## config.mk

```make
export PLATFORM = sky130hd
export DESIGN_NAME = bang_bang_pressure_regulator
export DESIGN_NICKNAME = d
export VERILOG_FILES = /design/src/design/bbpr_pkg.sv /design/src/design/bbpr_core.sv /design/src/design/bang_bang_pressure_regulator.sv
export SDC_FILE = /design/constraint.sdc
export NUM_CORES = 1
export LEC_CHECK = 0
export BUFFER_PORTS_ARGS = -buffer_cell sky130_fd_sc_hd__clkbuf_2
export CAP_MARGIN = 20
export CORE_MARGIN = 2
export CORE_UTILIZATION = 34
export CTS_CLUSTER_DIAMETER = 150
export DETAILED_ROUTE_END_ITERATION = 6
export GPL_TIMING_DRIVEN = 0
export PLACE_DENSITY = 0.58
export REMOVE_ABC_BUFFERS = 1
export SYNTH_ARGS = -nofsm -noshare
export SYNTH_HDL_FRONTEND = slang
export SYNTH_SLANG_ARGS = --single-unit
```

## constraint.sdc

```tcl
create_clock -name clk -period 7.8 [get_ports clk]
set_input_delay 0.78 -clock clk [delete_from_list [all_inputs] [get_ports clk]]
set_output_delay 0.78 -clock clk [all_outputs]
set_load 0.01 [all_outputs]
```

## src/design/bbpr_pkg.sv

```systemverilog
package bbpr_pkg;

  // register indexes on the configuration port
  localparam int unsigned CfgIdxW = 2;
  localparam logic [CfgIdxW-1:0] CFG_WINDOW_WIDTH  = 2'd0;
  localparam logic [CfgIdxW-1:0] CFG_MIN_FILL_RISE = 2'd1;
  localparam logic [CfgIdxW-1:0] CFG_LARGE_ERROR   = 2'd2;
  localparam logic [CfgIdxW-1:0] CFG_MEDIUM_ERROR  = 2'd3;
  localparam int unsigned CfgDataW = 14;

  localparam logic [11:0] WINDOW_WIDTH_RST  = 12'd150;
  localparam logic [9:0]  MIN_FILL_RISE_RST = 10'd15;
  localparam logic [13:0] LARGE_ERROR_RST   = 14'd1000;
  localparam logic [13:0] MEDIUM_ERROR_RST  = 14'd500;

  // frame marker for a shifted command frame
  localparam logic [7:0] FRAME_SHIFTED = 8'hFF;

  // status bit positions
  localparam int unsigned ST_FAIL   = 0;
  localparam int unsigned ST_ACT_LO = 1;
  localparam int unsigned ST_ACT_HI = 2;
  localparam int unsigned ST_LOWCO2 = 4;

  // mode bit positions
  localparam int unsigned MODE_FORCE_IDLE = 0;
  localparam int unsigned MODE_CLR_LOWCO2 = 1;

  localparam logic [1:0] HOLD_NONE  = 2'd0;
  localparam logic [1:0] HOLD_SHORT = 2'd1;
  localparam logic [1:0] HOLD_MID   = 2'd2;
  localparam logic [1:0] HOLD_LONG  = 2'd3;

  typedef struct packed {
    logic [11:0] window_width;
    logic [9:0]  min_fill_rise;
    logic [13:0] large_error;
    logic [13:0] medium_error;
  } cfg_t;

  typedef struct packed {
    logic [7:0] sensor_msb;
    logic [7:0] sensor_lsb;
    logic [7:0] frame_byte0;
    logic [7:0] frame_byte1;
    logic [7:0] frame_byte2;
    logic [7:0] frame_byte3;
  } in_item_t;

  typedef struct packed {
    logic [7:0] report_low;
    logic [7:0] report_high;
    logic [7:0] report_status;
    logic       vent_valve;
    logic       fill_valve;
    logic       boost_enable;
    logic [1:0] hold_periods;
  } out_item_t;

endpackage

```

## src/design/bbpr_core.sv

```systemverilog
module bbpr_core import bbpr_pkg::*; (
  input  logic      clk,
  input  logic      rst_n,
  input  cfg_t      cfg,
  input  in_item_t  item,
  input  logic      step_en,
  output out_item_t res
);

  logic [15:0] prev_r, prev_nxt;
  logic [15:0] target_r, target_nxt;
  logic [7:0]  mode_r, mode_nxt;
  logic [7:0]  status_r, status_nxt;
  logic        adjusting_r, adjusting_nxt;
  logic        has_filled_r, has_filled_nxt;

  logic [15:0] cur;
  logic [7:0]  st_rep;
  logic [16:0] cur_plus_w;
  logic [16:0] tgt_plus_w;
  logic [16:0] prev_plus_rise;
  logic        below, above, empty;
  logic [15:0] diff;

  assign cur = {item.sensor_msb, item.sensor_lsb};

  always_comb begin
    // idle and failure update, reported as is
    st_rep = status_r;
    if (!adjusting_r) begin
      st_rep[ST_ACT_LO] = 1'b1;
      st_rep[ST_ACT_HI] = 1'b0;
    end
    st_rep[ST_FAIL] = (item.sensor_msb[7:6] == 2'b11) || (cur == 16'd0);

    // command frame
    target_nxt = target_r;
    mode_nxt   = mode_r;
    if ((item.frame_byte0 != 8'd0) || (item.frame_byte1 != 8'd0)) begin
      if (item.frame_byte0 == FRAME_SHIFTED) begin
        target_nxt = {item.frame_byte2, item.frame_byte1};
        mode_nxt   = item.frame_byte3;
      end else begin
        target_nxt = {item.frame_byte1, item.frame_byte0};
        mode_nxt   = item.frame_byte2;
      end
    end
    status_nxt = st_rep;
    if (mode_nxt[MODE_CLR_LOWCO2]) status_nxt[ST_LOWCO2] = 1'b0;
    if (mode_nxt[MODE_FORCE_IDLE]) target_nxt = cur;

    // exact window compare, no wrap
    cur_plus_w     = {1'b0, cur} + {5'd0, cfg.window_width};
    tgt_plus_w     = {1'b0, target_nxt} + {5'd0, cfg.window_width};
    prev_plus_rise = {1'b0, prev_r} + {7'd0, cfg.min_fill_rise};
    below = cur_plus_w < {1'b0, target_nxt};
    above = {1'b0, cur} > tgt_plus_w;
    empty = ({1'b0, cur} < prev_plus_rise) && has_filled_r;
    diff  = (target_nxt > cur) ? (target_nxt - cur) : (cur - target_nxt);

    res.report_low    = item.sensor_lsb;
    res.report_high   = item.sensor_msb;
    res.report_status = st_rep;
    res.vent_valve    = 1'b0;
    res.fill_valve    = 1'b0;
    res.boost_enable  = 1'b0;
    res.hold_periods  = HOLD_NONE;
    adjusting_nxt     = 1'b0;
    has_filled_nxt    = has_filled_r;

    if ((target_nxt != 16'd0) && (below || above)) begin
      adjusting_nxt = 1'b1;
      if (below) begin
        status_nxt[ST_ACT_LO] = 1'b1;
        status_nxt[ST_ACT_HI] = 1'b1;
        if (empty) begin
          status_nxt[ST_LOWCO2] = 1'b1;
          adjusting_nxt = 1'b0;
        end else begin
          status_nxt[ST_LOWCO2] = 1'b0;
          has_filled_nxt   = 1'b1;
          res.fill_valve   = 1'b1;
          res.boost_enable = 1'b1;
        end
      end else begin
        status_nxt[ST_ACT_LO] = 1'b0;
        status_nxt[ST_ACT_HI] = 1'b1;
        res.vent_valve   = 1'b1;
        res.boost_enable = 1'b1;
      end
      if (!(below && empty)) begin
        if (diff > {2'd0, cfg.large_error}) begin
          res.hold_periods = HOLD_LONG;
        end else if (diff > {2'd0, cfg.medium_error}) begin
          res.hold_periods = HOLD_MID;
        end else begin
          res.hold_periods = HOLD_SHORT;
        end
      end
    end
    prev_nxt = cur;
  end

  always_ff @(posedge clk) begin
    if (!rst_n) begin
      prev_r       <= '0;
      target_r     <= '0;
      mode_r       <= '0;
      status_r     <= '0;
      adjusting_r  <= 1'b0;
      has_filled_r <= 1'b0;
    end else if (step_en) begin
      prev_r       <= prev_nxt;
      target_r     <= target_nxt;
      mode_r       <= mode_nxt;
      status_r     <= status_nxt;
      adjusting_r  <= adjusting_nxt;
      has_filled_r <= has_filled_nxt;
    end
  end

endmodule

```

## src/design/bang_bang_pressure_regulator.sv

```systemverilog
// bang-bang pressure regulator
// input channel: one beat carries a 16-bit sensor sample (msb and lsb bytes)
//   and the four bytes of the currently held command frame
// result channel: one beat per input beat, in order, with the reading echoed
//   back, the status byte, the valve and boost drives and the hold length
// configuration: plain write port, cfg_we with cfg_index selects the window
//   width, minimum fill rise, large and medium error thresholds; write only
//   while the block is idle
// latency: two cycles from an accepted input beat to its result beat (one
//   cycle in the input register, the decision logic, then the result register)
// throughput: one beat per cycle; the only loop is the one-cycle update of
//   the regulator state (previous reading, target, mode, status, flags)
// stall: when out_stall holds the result register, the input register still
//   takes one more beat; after that in_stall is raised until the result moves
// reset: rst_n low for a clock edge clears both valid flags and the regulator
//   state and loads the configuration registers with their defaults
module bang_bang_pressure_regulator import bbpr_pkg::*; (
  input  logic                clk,
  input  logic                rst_n,
  // input channel
  input  logic                in_valid,
  output logic                in_stall,
  input  logic [7:0]          in_sensor_msb,
  input  logic [7:0]          in_sensor_lsb,
  input  logic [7:0]          in_frame_byte0,
  input  logic [7:0]          in_frame_byte1,
  input  logic [7:0]          in_frame_byte2,
  input  logic [7:0]          in_frame_byte3,
  // result channel
  output logic                out_valid,
  input  logic                out_stall,
  output logic [7:0]          out_report_low,
  output logic [7:0]          out_report_high,
  output logic [7:0]          out_report_status,
  output logic                out_vent_valve,
  output logic                out_fill_valve,
  output logic                out_boost_enable,
  output logic [1:0]          out_hold_periods,
  // configuration
  input  logic                cfg_we,
  input  logic [CfgIdxW-1:0]  cfg_index,
  input  logic [CfgDataW-1:0] cfg_data
);

  cfg_t      cfg_r;
  in_item_t  in_item_r;
  logic      in_vld_r;
  out_item_t out_item_r;
  logic      out_vld_r;
  out_item_t step_res;
  logic      advance;
  logic      step_en;

  // result register free or being emptied this cycle
  assign advance  = !out_vld_r || !out_stall;
  assign step_en  = in_vld_r && advance;
  assign in_stall = in_vld_r && !advance;

  // configuration registers
  always_ff @(posedge clk) begin
    if (!rst_n) begin
      cfg_r.window_width  <= WINDOW_WIDTH_RST;
      cfg_r.min_fill_rise <= MIN_FILL_RISE_RST;
      cfg_r.large_error   <= LARGE_ERROR_RST;
      cfg_r.medium_error  <= MEDIUM_ERROR_RST;
    end else if (cfg_we) begin
      case (cfg_index)
        CFG_WINDOW_WIDTH:  cfg_r.window_width  <= cfg_data[11:0];
        CFG_MIN_FILL_RISE: cfg_r.min_fill_rise <= cfg_data[9:0];
        CFG_LARGE_ERROR:   cfg_r.large_error   <= cfg_data[13:0];
        CFG_MEDIUM_ERROR:  cfg_r.medium_error  <= cfg_data[13:0];
        default: ;
      endcase
    end
  end

  // input register: loads whenever it is not held by a stalled result
  always_ff @(posedge clk) begin
    if (!rst_n) begin
      in_vld_r <= 1'b0;
    end else if (!in_stall) begin
      in_vld_r <= in_valid;
    end
  end

  always_ff @(posedge clk) begin
    if (!in_stall && in_valid) begin
      in_item_r.sensor_msb  <= in_sensor_msb;
      in_item_r.sensor_lsb  <= in_sensor_lsb;
      in_item_r.frame_byte0 <= in_frame_byte0;
      in_item_r.frame_byte1 <= in_frame_byte1;
      in_item_r.frame_byte2 <= in_frame_byte2;
      in_item_r.frame_byte3 <= in_frame_byte3;
    end
  end

  // decision logic and regulator state
  bbpr_core u_core (
    .clk     (clk),
    .rst_n   (rst_n),
    .cfg     (cfg_r),
    .item    (in_item_r),
    .step_en (step_en),
    .res     (step_res)
  );

  // result register
  always_ff @(posedge clk) begin
    if (!rst_n) begin
      out_vld_r <= 1'b0;
    end else if (advance) begin
      out_vld_r <= in_vld_r;
    end
  end

  always_ff @(posedge clk) begin
    if (step_en) begin
      out_item_r <= step_res;
    end
  end

  assign out_valid         = out_vld_r;
  assign out_report_low    = out_item_r.report_low;
  assign out_report_high   = out_item_r.report_high;
  assign out_report_status = out_item_r.report_status;
  assign out_vent_valve    = out_item_r.vent_valve;
  assign out_fill_valve    = out_item_r.fill_valve;
  assign out_boost_enable  = out_item_r.boost_enable;
  assign out_hold_periods  = out_item_r.hold_periods;

endmodule
```

==> key figures, run 1 <==
Power
  – Leakage: roughly 5.3 nW
  – IR drop worst, VDD: roughly 0.089 mV
  – Design Power: roughly 2.5 mW
  – Pwr dens: between 200 and 250 mW/mm2

Die
  – Core area: 0.0317 mm2
  – Effective utilization at floorplan: a little over a third
  – Die height: approximately 180 um
  – Row cnt: between 60 and 70
  – Die X: 184 um
  – Die area: between 0.03 and 0.04 mm2
  – # IOs: 100

Synthesis
  – Post-synthesis simple-gate area fraction: between 10% and 20%
  – Syn avg cell area: about 9 um2
  – Synth top area share: 18.2%
  – Cells after synthesis: 1230
  – Synth Cell Area: about 0.011 mm2
  – Synth Register Bits: about 160
  – Mux share of post-synthesis cell area: under 10%
  – Post-Synth XOR/XNOR Area: roughly 4.1%
  – Main combinational cell family by area after synthesis: compound AO/OA/AOI/OAI gates
  – Main flop type after synthesis: dfxtp_1
  – Dominant cells by area after synthesis: edfxtp_1 (18%), dfxtp_1 (17%), ha_1 (16%)
  – Post-synth cell types: around 80
  – Asr flop ratio synth: 0%
  – Synth Area in Adders: 16.7%
  – Top-count cell post-synth: nand2_1
  – Cell taking the most area after synthesis: edfxtp_1
  – Sequential-to-total area share from yosys stat: 34.8%
  – Post-synth top cells: nand2_1 (180), ha_1 (139), dfxtp_1 (91), inv_1 (73), edfxtp_1 (67)
  – Post-synth EDFFs: 67
  – Yosys Warn Count: 0
  – Compound-cell area share of the yosys netlist: between 20% and 30%

STA
  – Hold Vio Cnt, Final: 0
  – Final Cycle Share: around 93%
  – Setup TNS: 0 ps
  – Hold WS: around 430 ps
  – Final setup margin: ~530 ps
  – FMAX: 138 MHz
  – Clock skew: ~12 ps
  – Endpoints failing setup: 0
  – Max-slew violation count: 0
  – Slew HR: roughly 40%
  – Fin crit period: about 7300 ps
  – Unrepaired setup endpoints after global routing: no
  – Least-Margin Pin Slew: just under 900 ps

Setup path
  – Critical path class: register to register
  – Bufs and invs on worst path: 2
  – WP data arrival: between 7000 and 8000 ps
  – Cell seen most often among critical-path stages: o21ai_0
  – CP top delay family: simple AND/OR/NAND/NOR gates
  – Crit path cell chain: nor4_2, nand4_2, or2_1, o21ai_0, a22o_1, inv_1, ha_1, and3_1, nand4_1, nor2_1, a221oi_1, a21oi_4, buf_8, mux2_2, a221oi_1, o21ai_0, xor2_1, ha_1, nand3_1, nor3_1, o21ai_0, a31oi_1, a41oi_1
  – CP max-delay cell: or2_1
  – CP Launch Type: register
  – CP max FO: 17
  – Critical Path End Type: register
  – Crit-path max cell delay: ~570 ps
  – Worst EP required: between 7000 and 8000 ps

Global routing
  – Total track usage: 18.5%
  – Largest net degree at the start of global routing: a little under 50
  – First-pass GRT wire length: approximately 48000 um
  – Total gr overflow: 0
  – Antenna violations before repair: 1
  – Vias in the first global route: between 8000 and 9000

Clock network
  – Number of buffers created by CTS: 17
  – # clock sinks: 158
  – # hold bufs at CTS: 0
  – Clk root buf: clkbuf_16
  – CTS HTree Levels: 4
  – Clock latency at the later pin of the worst-skew pair: about 440 ps
  – Clock-pin slew on the worst setup and hold paths: 60 ps
  – TritonCTS clock tree: built
  – Clock Path Buffers: 2

Placed design
  – Routability cong.: around 0.86
  – Port Buffer Count: between 80 and 90
  – Pre-CTS setup slack: 138 ps
  – Placed inst area: ~0.012 mm2
  – Detailed placement HPWL: 23500 um

Flow run
  – Max_cap viols: 0

Cells and area
  – Layout area overhead: 13.5%
  – Fin area: 0.0125 mm2
  – Layout cells sized above 1: roughly an eighth
  – Final nets: approximately 1500
  – Fill cell count: roughly 3200

Min path
  – Tightest Hold Check Type: register to register

Routing
  – Iteration-0 DRC Markers: ~560
  – Post-Route WL: a little over 30000 um
  – DR pass1 iterations: 5
  – # DRC: 0
  – Via count: around 9200
  – Final ANT Viol Nets: 0
  – Wire per inst: between 15 and 20 um
  – Vias per inst: about 5.3

Status
  – Status: finished clean
-- layer usage --
layer	up-vias	GRT usage (%)	share of wire, %
met5	-	0	0
met4	0	6.78	2.4
met3	40	2.98	4.0
met2	191	30.5	46
met1	4330	24.6	47
li1	4596	-	-
-- timing repair --
action	4_1_cts	5_1_grt
endpoints found under the setup margin	0	3
buffers inserted	0	2
resized for setup	0	3
-- report_power, final --
| group | switching, mW | internal, mW | leakage, nW |
|---|---|---|---|
| Sequential | 0.0442 | 0.910 | 1.39 |
| Clock | 0.344 | 0.542 | 0.292 |
| Combinational | 0.395 | 0.283 | 3.66 |
| Total | 0.783 | 1.74 | 5.34 |
-- worst reg2reg max path, cell delays in order (launching register included) --
cell and delay, ps:
edfxtp_1 470, nor4_2 380, nand4_2 370, or2_1 570, o21ai_0 260, a22o_1 330, inv_1 140, ha_1 520
and3_1 300, nand4_1 220, nor2_1 170, a221oi_1 120, a21oi_4 360, buf_8 220, mux2_2 390, a221oi_1 410
o21ai_0 170, xor2_1 420, ha_1 220, nand3_1 90, nor3_1 300, o21ai_0 210, a31oi_1 220, a41oi_1 130
-- cell families after synthesis --
family / count (synthesis)
AND/OR/NAND/NOR: 393
multiplexers: 16
other: 1
buffers and inverters: 128
adder cells (fa/ha/maj): 144
flip-flops: 158
AO/OA/AOI/OAI: 338
XOR/XNOR: 52
-- sequential cells by signal (all words and copies together), names as in the netlist --
| signal | flops |
|---|---|
| in_vld_r | 1 |
| u_core.prev_r | 16 |
| u_core.has_filled_r | 1 |
| u_core.mode_r | 2 |
| u_core.adjusting_r | 1 |
| out_vent_valve | 1 |
| out_valid | 1 |
| u_core.target_r | 16 |
| out_report_low | 8 |
| out_report_high | 8 |
| in_item_r | 42 |
| out_boost_enable | 1 |
| out_fill_valve | 1 |
| out_report_status | 4 |
| cfg_r | 50 |
| out_hold_periods | 2 |
| u_core.status_r | 3 |
-- stage by stage --
step,util [%],cells
global placement,37.1,1672
finish,39.5,1714
CTS,39.4,1710
floorplan,-,1181
detailed placement,37.4,1678
global route,39.5,1712
-- final cells by class --
type / count / area [um2] / share of cell area, %
multi-input cells: 947 / 6730 / 53.7
clock inverters: 11 / 165 / 1.32
repair buffers: 97 / 554 / 4.43
flip-flops and latches: 158 / 3830 / 30.6
diodes: 2 / 5.00 / 0.0400
clock buffers: 21 / 450 / 3.60
well taps: 402 / 503 / 4.02
inverters: 76 / 285 / 2.28
-- placed cells by master (no fill, tap or decap), drive strengths merged, types with 22 or more instances in the layout --
cell	Yosys	layout
a21boi	54	54
a21o	30	30
a21oi	62	62
clkbuf	44	110
dfxtp	91	91
edfxtp	67	67
ha	139	139
inv	76	76
nand2	180	180
nand3	31	31
nor2	52	52
nor2b	22	22
nor3	28	28
o21ai	67	67
xnor2	27	27
xor2	25	25
-- path summary, 6_finish.rpt --
check                startpoint                    to  slack, ps  depth (start not counted)
max               in_item_r[24]   out_hold_periods[0]        530                         23
min          u_core.status_r[4]  out_report_status[4]        430                          0
max reg2reg       in_item_r[24]   out_hold_periods[0]        530                         23
min reg2reg  u_core.status_r[4]  out_report_status[4]        430                          0
(Power assumes the default switching activity.)
==> run 2, diff against run 1 <==
--- a/config.mk
+++ b/config.mk
@@ -7,12 +7,14 @@
 export LEC_CHECK = 0
 export BUFFER_PORTS_ARGS = -buffer_cell sky130_fd_sc_hd__clkbuf_2
 export CAP_MARGIN = 20
+export CELL_PAD_IN_SITES_DETAIL_PLACEMENT = 1
+export CELL_PAD_IN_SITES_GLOBAL_PLACEMENT = 1
 export CORE_MARGIN = 2
-export CORE_UTILIZATION = 34
+export CORE_UTILIZATION = 47
 export CTS_CLUSTER_DIAMETER = 150
 export DETAILED_ROUTE_END_ITERATION = 6
 export GPL_TIMING_DRIVEN = 0
-export PLACE_DENSITY = 0.58
+export PLACE_DENSITY = 0.89
 export REMOVE_ABC_BUFFERS = 1
 export SYNTH_ARGS = -nofsm -noshare
 export SYNTH_HDL_FRONTEND = slang
==> key figures, run 2 (synthesis results as in run 1) <==
Cells and area
  – Fill cell count: 2760 (was 3180)
  – Max FFs per register: 50 (unchanged)
  – Commonest non-fill, non-tap cell in the layout: nand2_1 (unchanged)
  – Layout area overhead: 12.1% (was 13.5%)
  – Final nets: 1508 (was 1510)
  – Commonest cells after routing, fill and taps aside: nand2_1 (180), ha_1 (139), dfxtp_1 (91), clkbuf_2 (88), inv_1 (72) (was nand2_1 (179), ha_1 (139), dfxtp_1 (91), clkbuf_2 (88), inv_1 (72))
  – Diodes inserted: 0 (was 2)
  – Biggest regs: cfg_r (50), in_item_r (42) (unchanged)
  – Largest reg by FF count: cfg_r (unchanged)
  – Seq. cell area: 0.00383 mm2 (unchanged)
  – Multi-input gate area: 0.00674 mm2 (was 0.00673 mm2)
  – Layout cells sized above 1: 12.0% (was 11.9%)
  – Fin area: 0.0124 mm2 (was 0.0125 mm2)
  – Final core area utilization: 53.2% (was 39.5%)

Global routing
  – Antenna violations before repair: 0 (was 1)
  – Total track usage: 27.7% (was 18.5%)
  – Vias in the first global route: 10300 (was 8925)
  – Total gr overflow: 0 (unchanged)
  – Largest net degree at the start of global routing: 78 (was 49)
  – First-pass GRT wire length: 53300 um (was 48500 um)

STA
  – Endpoints failing setup: 0 (unchanged)
  – Slew HR: 39.8% (was 40.5%)
  – Setup TNS: 0 ps (unchanged)
  – Max-slew violation count: 0 (unchanged)
  – Final Cycle Share: 93.8% (was 93.2%)
  – Clock skew: 15.0 ps (was 12.2 ps)
  – Least-Margin Pin Slew: 900 ps (was 889 ps)
  – Unrepaired setup endpoints after global routing: no (unchanged)
  – FMAX: 137 MHz (was 138 MHz)
  – Hold Vio Cnt, Final: 0 (unchanged)
  – Fin crit period: 7320 ps (was 7270 ps)

Min path
  – Min-Delay Endpoint: out_report_status[4] (unchanged)
  – Hold_sp: u_core.status_r[4] (unchanged)
  – Hold path depth: 0 (unchanged)
  – Tightest Hold Check Type: register to register (unchanged)

Routing
  – Iteration-0 DRC Markers: 725 (was 556)
  – Wire per inst: 20.9 um (was 17.8 um)
  – # DRC: 0 (unchanged)
  – Via count: 9831 (was 9157)
  – Vias per inst: 6.04 (was 5.34)
  – DR pass1 iterations: 5 (unchanged)
  – Final ANT Viol Nets: 0 (unchanged)
  – Post-Route WL: 34000 um (was 30600 um)

Die
  – # IOs: 100 (unchanged)
  – Row cnt: 56 (was 65)
  – Effective utilization at floorplan: 47.4% (was 34.8%)
  – Die X: 157 um (was 184 um)
  – Die area: 0.0247 mm2 (was 0.0339 mm2)
  – Core area: 0.0233 mm2 (was 0.0317 mm2)
  – Die height: 157 um (was 184 um)

Setup path
  – R2r setup slk: 480 ps (was 530 ps)
  – RR Startpoint: in_item_r[28] (was in_item_r[24])
  – R2R Path End: out_hold_periods[1] (was out_hold_periods[0])
  – Cell seen most often among critical-path stages: o21ai_0 (unchanged)
  – CP Launch Type: register (unchanged)
  – WP data arrival: 7580 ps (was 7420 ps)
  – Worst EP required: 8060 ps (was 7950 ps)
  – Crit path cell chain: nand4_1, nor2_1, mux2i_1, a22o_1, inv_1, ha_1, and3_1, nand2_1, o21ai_0, a31oi_1, a21oi_4, mux2_2, a221oi_1, o21ai_0, xor2_1, ha_1, nand3_1, nor3_1, o21ai_0, a31o_2, a41oi_1 (was nor4_2, nand4_2, or2_1, o21ai_0, a22o_1, inv_1, ha_1, and3_1, nand4_1, nor2_1, a221oi_1, a21oi_4, buf_8, mux2_2, a221oi_1, o21ai_0, xor2_1, ha_1, nand3_1, nor3_1, o21ai_0, a31oi_1, a41oi_1)
  – Critical path class: register to register (unchanged)
  – Critical Path End Type: register (unchanged)
  – CP max-delay cell: nor2_1 (was or2_1)
  – Reg2Reg Depth: 21 (was 23)
  – CP max FO: 14 (was 17)
  – Crit-path max cell delay: 800 ps (was 570 ps)

Power
  – Pwr dens: 200 mW/mm2 (was 201 mW/mm2)
  – Leakage: 5.31 nW (was 5.34 nW)
  – IR drop worst, VDD: 0.108 mV (was 0.0893 mV)

Clock network
  – Clk root buf: clkbuf_16 (unchanged)
  – TritonCTS clock tree: built (unchanged)
  – # clock sinks: 158 (unchanged)
  – Clock-pin slew on the worst setup and hold paths: 70 ps (was 60 ps)
  – Clock latency at the later pin of the worst-skew pair: 440 ps (about the same)
  – CTS HTree Levels: 4 (unchanged)
  – Number of buffers created by CTS: 17 (unchanged)
  – Clock Path Buffers: 2 (unchanged)
  – Post-CTS setup buffer count: 0 (unchanged)

Flow run
  – Max_cap viols: 0 (unchanged)

Placed design
  – Port Buffer Count: 89 (unchanged)
  – Routability cong.: 0.924 (was 0.862)
  – Detailed placement HPWL: 25100 um (was 23500 um)
  – Placed inst area: 0.0118 mm2 (was 0.0119 mm2)

Status
  – Status: finished clean (unchanged)
run 2: cell count changes in the layout (fill, tap and decap cells not counted), sizes merged:
cell / change
diode: -2
clkinvlp: +1
inv: +4
bufinv: -3
clkbuf: -2
buf: -2
run 2: report_power, final:
part	total, mW	switching, mW	internal, mW
combinational	0.719	0.426	0.293
sequential	0.955	0.0451	0.910
clock	0.800	0.359	0.441
total	2.47	0.830	1.64
run 2: worst max path at each step:
stage / slack [ps] / endpoint / start / cells after the start
finish: 480 / out_hold_periods[1] / in_item_r[28] / 21
global route: 0.9 / out_hold_periods[1] / in_item_r[16] / 22
CTS: 210 / out_hold_periods[0] / in_item_r[16] / 24
detailed placement: -50 / out_hold_periods[0] / in_item_r[16] / 24
global placement: -30 / out_hold_periods[1] / in_item_r[24] / 22
floorplan: 1580 / out_hold_periods[1] / in_item_r[31] / 23
run 2: through the flow:
stage / setup slack [ps] / cells / total power [mW] / hold slack, ps
finish: 483 / 1627 / 2.47 / 432
global route: 0.929 / 1627 / 2.60 / 447
CTS: 208 / 1627 / 2.47 / 435
detailed placement: -53.3 / 1595 / 1.66 / 418
global placement: -32.7 / 1589 / 1.60 / 412
floorplan: 1580 / 1181 / 1.43 / 400
run 2: cell type report:
type	instances	share of cell area, %
Inverter	76	2.31
Tap cell	319	3.23
Timing Repair Buffer	95	4.57
Clock buffer	19	3.50
Multi-Input combinational cell	947	54.5
Sequential cell	158	31.0
Clock inverter	13	0.941
run 2: metal layers:
layer,wire length [um],vias up,track usage [%]
met4,1160,0,10.5
met5,0,-,0
met2,16700,297,48.3
met3,1680,85,4.52
li1,-,4590,-
met1,14500,4859,34.4
run 2: worst max-delay path, delay by kind of cell (launching register included):
kind | cells | cell delay [ps]
AOI/OAI and AO/OA | 9 | 2580
xor gates and xnor gates | 1 | 220
adders and majority gates | 2 | 890
buffers and inverters | 1 | 160
DFF | 1 | 430
muxes | 2 | 720
and+or+nand+nor | 6 | 2140
run 2: timing repair:
item                       CTS  global route
gates resized for setup      1             5
pin swaps                    0             0
hold buffers                 0             0
setup endpoints to repair    2             4
